$ cat src/rtl/silu_pkg.sv
package silu_pkg;

  // Number of entries the list can hold.
  localparam int unsigned CAPACITY   = 16;
  // Width at which values are stored and compared.
  localparam int unsigned VALUE_BITS = 32;
  // Width of the interface value fields.
  localparam int unsigned FIELD_BITS = 32;

  localparam int unsigned CNT_W = $clog2(CAPACITY + 1);
  localparam int unsigned IDX_W = $clog2(CAPACITY);

  typedef enum logic {
    KIND_INSERT = 1'b0,
    KIND_DUMP   = 1'b1
  } kind_e;

  typedef enum logic {
    ST_IDLE = 1'b0,
    ST_DUMP = 1'b1
  } state_e;

  // Commands from the controller to the datapath.
  typedef struct packed {
    logic ins;        // insert the request value and load its result row
    logic empty_row;  // load the row for a dump of an empty list
    logic idx_clr;    // start a dump from the smallest entry
    logic dump_row;   // load the entry at the dump index and advance
  } cmd_t;

  // Status from the datapath to the controller.
  typedef struct packed {
    logic empty;      // no stored values
    logic dump_last;  // the dump index points at the final stored value
  } sts_t;

endpackage

$ cat src/rtl/silu_ctrl.sv
module silu_ctrl
  import silu_pkg::*;
(
  input  logic clk_i,
  input  logic rst_ni,
  input  logic in_valid_i,
  output logic in_ready_o,
  input  logic kind_i,
  output logic out_valid_o,
  input  logic out_ready_i,
  input  sts_t sts_i,
  output cmd_t cmd_o
);

  state_e state_q, state_d;
  logic   out_valid_q, out_valid_d;
  logic   out_free;
  logic   load;

  // The output register can take a new row when empty or being emptied now.
  assign out_free   = !out_valid_q || out_ready_i;
  assign in_ready_o = (state_q == ST_IDLE) && out_free;
  assign out_valid_o = out_valid_q;

  always_comb begin
    state_d = state_q;
    cmd_o   = '0;
    load    = 1'b0;
    case (state_q)
      ST_IDLE: begin
        if (in_valid_i && in_ready_o) begin
          if (kind_i == KIND_INSERT) begin
            cmd_o.ins = 1'b1;
            load      = 1'b1;
          end else if (sts_i.empty) begin
            cmd_o.empty_row = 1'b1;
            load            = 1'b1;
          end else begin
            cmd_o.idx_clr = 1'b1;
            state_d       = ST_DUMP;
          end
        end
      end
      ST_DUMP: begin
        if (out_free) begin
          cmd_o.dump_row = 1'b1;
          load           = 1'b1;
          if (sts_i.dump_last) begin
            state_d = ST_IDLE;
          end
        end
      end
      default: begin
        state_d = ST_IDLE;
      end
    endcase
  end

  always_comb begin
    if (load) begin
      out_valid_d = 1'b1;
    end else if (out_ready_i) begin
      out_valid_d = 1'b0;
    end else begin
      out_valid_d = out_valid_q;
    end
  end

  always_ff @(posedge clk_i or negedge rst_ni) begin
    if (!rst_ni) begin
      state_q     <= ST_IDLE;
      out_valid_q <= 1'b0;
    end else begin
      state_q     <= state_d;
      out_valid_q <= out_valid_d;
    end
  end

endmodule

$ cat src/rtl/silu_dp.sv
module silu_dp
  import silu_pkg::*;
(
  input  logic                         clk_i,
  input  logic                         rst_ni,
  input  logic signed [FIELD_BITS-1:0] value_i,
  input  cmd_t                         cmd_i,
  output sts_t                         sts_o,
  output logic signed [FIELD_BITS-1:0] item_value_o,
  output logic                         insert_ok_o,
  output logic                         list_empty_o,
  output logic                         is_last_o
);

  logic [VALUE_BITS-1:0] cell_q [CAPACITY];
  logic [VALUE_BITS-1:0] cell_d [CAPACITY];
  logic [CAPACITY-1:0]   lt;
  logic [VALUE_BITS-1:0] val_ext;
  logic [CNT_W-1:0]      count_q, count_d;
  logic [IDX_W-1:0]      idx_q, idx_d;
  logic                  full;
  logic                  do_shift;

  logic [FIELD_BITS-1:0] item_q, item_d;
  logic                  ok_q, ok_d;
  logic                  empty_q, empty_d;
  logic                  last_q, last_d;

  assign val_ext  = VALUE_BITS'(value_i);
  assign full     = (count_q == CNT_W'(CAPACITY));
  assign do_shift = cmd_i.ins && !full;

  assign sts_o.empty     = (count_q == '0);
  assign sts_o.dump_last = ((CNT_W'(idx_q) + CNT_W'(1)) == count_q);

  // Compare-and-shift cells. Entries are sorted, so lt is a thermometer code;
  // the first cell whose stored value is not smaller takes the new value and
  // every cell above it takes its lower neighbour.
  for (genvar i = 0; i < CAPACITY; i++) begin : g_cell
    assign lt[i] = (CNT_W'(i) < count_q) &&
                   ($signed(cell_q[i]) < $signed(val_ext));
    if (i == 0) begin : g_head
      always_comb begin
        cell_d[i] = cell_q[i];
        if (do_shift && !lt[i]) begin
          cell_d[i] = val_ext;
        end
      end
    end else begin : g_body
      always_comb begin
        cell_d[i] = cell_q[i];
        if (do_shift && !lt[i]) begin
          cell_d[i] = lt[i-1] ? val_ext : cell_q[i-1];
        end
      end
    end
    always_ff @(posedge clk_i) begin
      cell_q[i] <= cell_d[i];
    end
  end

  always_comb begin
    count_d = count_q;
    idx_d   = idx_q;
    item_d  = item_q;
    ok_d    = ok_q;
    empty_d = empty_q;
    last_d  = last_q;
    if (do_shift) begin
      count_d = count_q + CNT_W'(1);
    end
    if (cmd_i.idx_clr) begin
      idx_d = '0;
    end
    if (cmd_i.ins) begin
      item_d  = '0;
      ok_d    = !full;
      empty_d = 1'b0;
      last_d  = 1'b1;
    end else if (cmd_i.empty_row) begin
      item_d  = '0;
      ok_d    = 1'b0;
      empty_d = 1'b1;
      last_d  = 1'b1;
    end else if (cmd_i.dump_row) begin
      item_d  = FIELD_BITS'(cell_q[idx_q]);
      ok_d    = 1'b0;
      empty_d = 1'b0;
      last_d  = sts_o.dump_last;
      idx_d   = idx_q + IDX_W'(1);
    end
  end

  always_ff @(posedge clk_i or negedge rst_ni) begin
    if (!rst_ni) begin
      count_q <= '0;
      idx_q   <= '0;
    end else begin
      count_q <= count_d;
      idx_q   <= idx_d;
    end
  end

  always_ff @(posedge clk_i) begin
    item_q  <= item_d;
    ok_q    <= ok_d;
    empty_q <= empty_d;
    last_q  <= last_d;
  end

  assign item_value_o = item_q;
  assign insert_ok_o  = ok_q;
  assign list_empty_o = empty_q;
  assign is_last_o    = last_q;

endmodule

$ cat src/rtl/sorted_insert_list_unit.sv
// Sorted insertion list: an insert request gives its result row in the cycle after acceptance.
// Inserts sustain one request per cycle while the output is taken each cycle.
// A dump of N stored values first clears the dump index and then streams one row a cycle
// while the output is taken; the next request is not accepted before the final row is loaded.
// Reset (rst_ni low, asynchronous) empties the list and clears the output valid flag;
// the stored values themselves are not cleared.
module sorted_insert_list_unit
  import silu_pkg::*;
(
  input  logic                         clk_i,
  input  logic                         rst_ni,
  input  logic                         in_valid_i,
  output logic                         in_ready_o,
  input  logic                         kind_i,
  input  logic signed [FIELD_BITS-1:0] value_i,
  output logic                         out_valid_o,
  input  logic                         out_ready_i,
  output logic signed [FIELD_BITS-1:0] item_value_o,
  output logic                         insert_ok_o,
  output logic                         list_empty_o,
  output logic                         is_last_o
);

  // The controller owns the handshakes and sequences a dump; the datapath
  // holds the cell chain, the fill count, the dump index and the output row.
  cmd_t cmd;
  sts_t sts;

  silu_ctrl u_ctrl (
    .clk_i       (clk_i),
    .rst_ni      (rst_ni),
    .in_valid_i  (in_valid_i),
    .in_ready_o  (in_ready_o),
    .kind_i      (kind_i),
    .out_valid_o (out_valid_o),
    .out_ready_i (out_ready_i),
    .sts_i       (sts),
    .cmd_o       (cmd)
  );

  // Each cell compares its entry with the incoming value in parallel, so an
  // insert completes in the cycle it is accepted. A full list refuses the
  // value and reports it on insert_ok_o.
  silu_dp u_dp (
    .clk_i        (clk_i),
    .rst_ni       (rst_ni),
    .value_i      (value_i),
    .cmd_i        (cmd),
    .sts_o        (sts),
    .item_value_o (item_value_o),
    .insert_ok_o  (insert_ok_o),
    .list_empty_o (list_empty_o),
    .is_last_o    (is_last_o)
  );

endmodule
$ cat config.mk
export PLATFORM = sky130hd
export DESIGN_NAME = sorted_insert_list_unit
export DESIGN_NICKNAME = d
export VERILOG_FILES = /design/src/rtl/silu_pkg.sv /design/src/rtl/silu_ctrl.sv /design/src/rtl/silu_dp.sv /design/src/rtl/sorted_insert_list_unit.sv
export SDC_FILE = /design/constraint.sdc
export NUM_CORES = 1
export LEC_CHECK = 0
export ABC_AREA = 1
export ABC_CLOCK_PERIOD_IN_PS = 4500
export BUFFER_PORTS_ARGS = -buffer_cell sky130_fd_sc_hd__buf_2
export CAP_MARGIN = 20
export CORE_UTILIZATION = 45
export CTS_BUF_LIST = sky130_fd_sc_hd__clkbuf_8
export DETAILED_ROUTE_END_ITERATION = 16
export PLACE_DENSITY_LB_ADDON = 0.1
export SYNTH_ARGS = -nofsm -noshare
export SYNTH_HDL_FRONTEND = slang
export SYNTH_SLANG_ARGS = --single-unit
$ cat constraint.sdc
create_clock -name clk_i -period 4.5 [get_ports clk_i]
set_input_delay 0 -clock clk_i [delete_from_list [all_inputs] [get_ports clk_i]]
set_output_delay 0 -clock clk_i [all_outputs]
set_load 0.01 [all_outputs]
==> impl_metrics.ini, run 1 <==
[die]
dieArea_sq_um = 91800
ioPinCount = 74
rows = 110
initial_utilization = 0.454
core-area_sq_um = 89900
dieHeight_microns = 303
die_w_microns = 303

[power]
p_sw_frac = 0.475
p_leak_nw = 20.6
p_int_w = 0.0124
combPwrFrac = 0.472
peakVddDrop_uv = 873
powerDensity_nw_per_um2 = 526
seqPwrFrac = 0.313
p_switching_w = 0.0112
clock_power_share = 0.216
total_power_w = 0.0236

[timing]
min_period_over_period = 0.776
min_period_ns = 3.49
tightest_slew_ns = 1.02
finalHoldViolCount = 0
fmax_mhz = 286
drv_slew = 0
setup_tns_ns = 0
setup_ws_ns = 1.01
setup_viol = 0
max_slew_margin = 0.318
fin_skew_ns = 0.0353
rsz0062_at_grt = false

[routing]
wl_per_cell_microns = 26.4
vias = 39300
drt_iter0_markers = 4437
drt_wl_total_microns = 167000
drc = 0
drtPass1Iterations = 6
ant_nets = 0
routed_via_density = 6.20

[cts]
cts-resized-gates = 0
clock_sinks = 558
cts_hold_buf = 40
cts_tree = done
ctsLongestPathBuffers = 3
cts_buffers = 108
cts_max_level = 3
post_cts_buffers = 0
cts-root-buf = clkbuf_8
clkTransAtPathRegs_ns = 0.06
insertion_delay_ns = 0.78

[logic_synthesis]
synthCells = 5062
synthFlopType = edfxtp_1
yosys_warnings = 0
avgSynthCellArea_sq_um = 8.06
async_reset_ff_frac = 0.0197
synth-edff-count = 513
syn_area_sq_um = 40800
synth-seq-area-share = 0.401
ys_types = 45
synth_nets = 5598
ys_ff_latch = 558

[placed_design]
place.gp.congestion = 0.927
place_ws_ns = 0.845
dp_hpwl_microns = 111000
io_buffer_count = 73

[finish]
final_common_cell = nand2_1
fin_nets = 5606
final_cell_mix = 1718 x nand2_1, 513 x edfxtp_1, 510 x nand4_1
fillers = 8749
layout-drive-gt1-share = 0.0801
areaGrowthSynthToFinish_pct = 9.94

[run_status]
outcome = finished clean

[critical_path]
crit_start = value_i[3]
rrSetupSlack_ns = 1.20
critPathKind = in -> reg
cp_data_arrival_time_ns = 3.89
critPathLaunchType = input pin
cp.required_ns = 4.90
cp_max_fo = 27
cp-end-kind = register
rr_startpoint = u_dp.cell_q[14][5]

[min_path]
hold_start = out_ready_i
worstHoldPathType = in -> reg

[grt]
grt_max_degree = 128
overflow = 0
first_global_vias = 37900
antenna_found_initial = 9
track_usage = 0.363
grt_pass1_wl_microns = 246000

[flow_run]
maxCapViolations = 0
[power by group through the flow]
stage	combinational [W]	sequential, W	clock, W
2_1_floorplan	0.00665	0.00726	0
3_3_place_gp	0.0106	0.00745	0
3_5_place_dp	0.0107	0.00744	0
4_1_cts	0.0108	0.00735	0.00513
5_1_grt	0.0120	0.00741	0.00532
6_report	0.0111	0.00737	0.00508
[cells in the mapped netlist (all sizes together) (123+ instances only)]
cell type	instances	area, sq um
buf	123	614
nor2	304	1170
nand3	129	756
inv	214	806
a21oi	321	1610
nand2	1729	6520
clkbuf	230	863
o21ai	256	1280
ha	499	6240
nand4	510	3190
edfxtp	513	15400
[path summary, 6_finish.rpt]
kind                                         end  cells after the start
setup reg to reg              u_dp.cell_q[14][9]                     13
max in group asynchronous          u_dp.idx_q[0]                      3
hold / removal                    u_ctrl.state_q                      7
min in group asynchronous        u_dp.count_q[3]                      3
hold reg to reg            u_dp.item_value_o[11]                      2
setup / recovery              u_dp.cell_q[14][9]                     19
[registers in the layout, summed over array words and instances (netlist names)]
name	flops
u_ctrl.out_valid_o	1
u_dp.count_q	5
u_dp.cell_q	512
u_dp.item_value_o	32
u_dp.is_last_o	1
u_ctrl.state_q	1
u_dp.list_empty_o	1
u_dp.idx_q	4
u_dp.insert_ok_o	1
[kinds of logic after synthesis]
family | share of synthesized area
buffers and inverters | 0.0563
XOR/XNOR | 0.00150
AND/OR/NAND/NOR | 0.293
flip-flops | 0.401
adder cells (fa/ha/maj) | 0.153
AO/OA/AOI/OAI | 0.0952
[per-layer routing]
layer	GRT usage	share of wire
met4	0.178	0.051
met3	0.0808	0.10
met2	0.553	0.44
met1	0.485	0.41
met5	0	0.00029
[through the flow]
step | utilization | std cells | area (sq um) | hold WS (ns)
2_1_floorplan | - | 5062 | 40800 | -0.296
3_3_place_gp | 0.471 | 6096 | 42400 | -0.106
3_5_place_dp | 0.471 | 6096 | 42400 | -0.101
4_1_cts | 0.499 | 6330 | 44800 | 0.187
5_1_grt | 0.499 | 6335 | 44800 | 0.232
6_report | 0.499 | 6337 | 44800 | 0.253
[layout make-up]
cell class / count / area [sq um] / area share
inverters: 217 / 825 / 0.0184
diodes: 7 / 17.5 / 0.000391
clock inverters: 69 / 333 / 0.00742
flip-flops and latches: 558 / 16400 / 0.365
well taps: 1176 / 1470 / 0.0328
clock buffers: 125 / 1720 / 0.0384
multi-input cells: 3934 / 22200 / 0.494
repair buffers: 251 / 1940 / 0.0433
[worst max-delay path, cell delays in order]
cell           delay (ns)
dlygate4sd3_1        0.59
buf_2                0.41
inv_1                0.46
ha_1                 0.47
nand2_1              0.06
inv_1                0.05
nand2_1              0.04
nand2_1              0.10
nand2_1              0.06
nand2_1              0.13
nand2_1              0.07
nand2_1              0.24
nand2_1              0.27
nand2_1              0.12
nand2_1              0.07
nand3_1              0.09
nand2_1              0.06
inv_1                0.08
buf_4                0.42
Power figures use the tool's default switching activity.
==> inputs of run 2 (changes only) <==
--- a/config.mk
+++ b/config.mk
@@ -5,8 +5,8 @@
 export SDC_FILE = /design/constraint.sdc
 export NUM_CORES = 1
 export LEC_CHECK = 0
-export ABC_AREA = 1
-export ABC_CLOCK_PERIOD_IN_PS = 4500
+export ABC_AREA = 0
+export ABC_CLOCK_PERIOD_IN_PS = 3400
 export BUFFER_PORTS_ARGS = -buffer_cell sky130_fd_sc_hd__buf_2
 export CAP_MARGIN = 20
 export CORE_UTILIZATION = 45
==> constraint.sdc (replaced) <==
create_clock -name clk_i -period 3.4 [get_ports clk_i]
set_input_delay 0 -clock clk_i [delete_from_list [all_inputs] [get_ports clk_i]]
set_output_delay 0 -clock clk_i [all_outputs]
set_load 0.01 [all_outputs]
==> impl_metrics.ini, run 2 <==
[run_status]
outcome = complete, but fails checks
violations = setup timing

[logic_synthesis]
synth_top_area_frac = 0.402
synth_nets = 3621
ys_ff_latch = 558
yosys.area_share.simple = 0.0696
synth_common_cells = 513 x edfxtp_1, 499 x ha_1, 433 x mux2_2
yosys_warnings = 0
muxShareOfSynthArea = 0.216
synth_top_family_by_area = multiplexers
synth-edff-count = 513
ys_types = 65
syn_area_sq_um = 38300
synth_most_common_cell = edfxtp_1
synth_xor_area_frac = 0.00160
async_reset_ff_frac = 0.0197
synth-seq-area-share = 0.427
synthAdderAreaFrac = 0.163
synth_area_leader_cell = edfxtp_1
synthCells = 3085
avgSynthCellArea_sq_um = 12.4
synth_compound_area_frac = 0.100
synthFlopType = edfxtp_1
synth.area.top_cells = edfxtp_1 40%, ha_1 16%, mux2_2 13%, mux4_2 3.8%, mux2i_1 3.4%

[power]
powerDensity_nw_per_um2 = 648
p_leak_nw = 18.3
peakVddDrop_uv = 430

[timing]
min_period_over_period = 1.05
drv_slew = 0
tightest_slew_ns = 1.31
fmax_mhz = 279
min_period_ns = 3.58
setup_ws_ns = -0.179
fin_skew_ns = 0.0402
setup_viol = 67
rsz0062_at_grt = true
max_slew_margin = 0.119
holdWs_ns = 0.122
finalHoldViolCount = 0

[finish]
final_common_cell = edfxtp_1
fin_nets = 4097
largest_reg_flops = 512
layout-drive-gt1-share = 0.331
areaGrowthSynthToFinish_pct = 20.8
final_cells = 4778
final_cell_mix = 513 x edfxtp_1, 496 x ha_1, 433 x mux2_2
top_register = u_dp.cell_q

[critical_path]
cp-end-kind = register
rrSetupSlack_ns = -0.18
critPathKind = reg -> reg
cp_data_arrival_time_ns = 3.99
critPathLaunchType = register
cp_max_fo = 8
r2r_cells = 10
r2r_end = u_dp.cell_q[4][8]
rr_startpoint = u_dp.cell_q[4][18]
cp.required_ns = 3.82

[routing]
routed_via_density = 6.24
drt_wl_total_microns = 144000
wl_per_cell_microns = 30.2
ant_nets = 0
vias = 29800
drt_iter0_markers = 2385
drc = 0
drtPass1Iterations = 7

[cts]
insertion_delay_ns = 0.74
cts_max_level = 3
ctsLongestPathBuffers = 3
clkTransAtPathRegs_ns = 0.06
cts-root-buf = clkbuf_8
clock_sinks = 558
cts_tree = done
cts_buffers = 105

[grt]
antenna_found_initial = 4
overflow = 0
first_global_vias = 30200
grt_pass1_wl_microns = 207000
grt_max_degree = 61
track_usage = 0.332

[min_path]
hold_start = kind_i
worstHoldPathType = in -> reg
whs_path_depth = 4
hold_end = u_dp.list_empty_o

[die]
rows = 106
dieHeight_microns = 294
dieArea_sq_um = 86400
initial_utilization = 0.457
ioPinCount = 74
die_w_microns = 294
core-area_sq_um = 84000

[placed_design]
place.gp.congestion = 0.977
io_buffer_count = 73
dp_cells = 4529
dp_hpwl_microns = 108000

[flow_run]
maxCapViolations = 0
run 2: changes by cell type after synthesis, sizes merged, moves of 88 or more:
cell and change:
a21oi -109, clkbuf -153, inv -165, mux2 +480, mux2i +130, nand2 -1557, nand3 -88, nand4 -436
nor2 -167, o21ai -150
run 2: metal layers:
| layer | global-route usage | share of wire | wire, microns |
|---|---|---|---|
| met2 | 0.540 | 0.47 | 67200 |
| met3 | 0.0563 | 0.069 | 9970 |
| met4 | 0.188 | 0.062 | 8950 |
| met1 | 0.419 | 0.40 | 58100 |
| met5 | 0 | 0.00019 | 27 |
run 2: repair_timing:
item | CTS | global route
gates resized for setup | 28 | 14
buffers inserted | 14 | 4
endpoints found under the setup margin | 398 | 377
pin swaps | 6 | 11
endpoints found under the hold margin | 536 | 0
hold buffers | 39 | 0
cloned | 2 | 0
run 2: how the worst max path moves through the flow:
stage                               to                from  depth (start not counted)
floorplan           u_dp.cell_q[12][0]         value_i[31]                         11
global placement    u_dp.cell_q[13][6]         value_i[30]                         13
detailed placement  u_dp.cell_q[13][0]         value_i[30]                         13
CTS                  u_dp.cell_q[4][8]  u_dp.cell_q[4][19]                         10
global route         u_dp.cell_q[4][8]  u_dp.cell_q[4][19]                         10
finish               u_dp.cell_q[4][8]  u_dp.cell_q[4][18]                         10
run 2: cells by family (layout without fill, tap and decap cells):
logic type | after synthesis | count (layout)
DFF | 558 | 558
and+or+nand+nor | 549 | 549
adders and majority gates | 499 | 499
buffers and inverters | 199 | 755
AOI/OAI and AO/OA | 599 | 599
muxes | 674 | 674
other | 0 | 3
xor gates and xnor gates | 7 | 7
run 2: critical path: stages (launching register included):
cell,delay (ns)
edfxtp_1,0.44
ha_1,0.32
nand4_1,0.34
or4_4,0.73
buf_6,0.16
o2bb2ai_4,0.24
o21a_1,0.16
or3_4,0.14
buf_12,0.18
and2_4,0.32
buf_12,0.18
run 2: through the flow:
stage                      util  instance area, sq um  TNS, ns  worst slack (ns)  power (W)
final                     0.552                 46300    -7.34            -0.179     0.0300
after global routing      0.552                 46300    -3.90            -0.109     0.0312
after CTS                 0.551                 46200    -2.43           -0.0798     0.0300
after detailed placement  0.519                 43600  -111.26            -0.764     0.0233
after global placement    0.519                 43600   -93.30            -0.671     0.0230
after floorplan               -                 38400        0            0.0176     0.0178
run 2: cell type report:
cell class	count	area, sq um
flip-flops and latches	558	16400
diodes	3	7.51
clock buffers	113	1560
multi-input cells	2328	21500
inverters	49	188
repair buffers	519	4910
clock inverters	74	382
well taps	1134	1420
fillers	7016	37600
run 2: report_power, final:
part / switching, W / internal, W / leakage, nW
Sequential: 0.000921 / 0.00902 / 5.08
Combinational: 0.00722 / 0.00650 / 12.1
Clock: 0.00310 / 0.00326 / 1.12
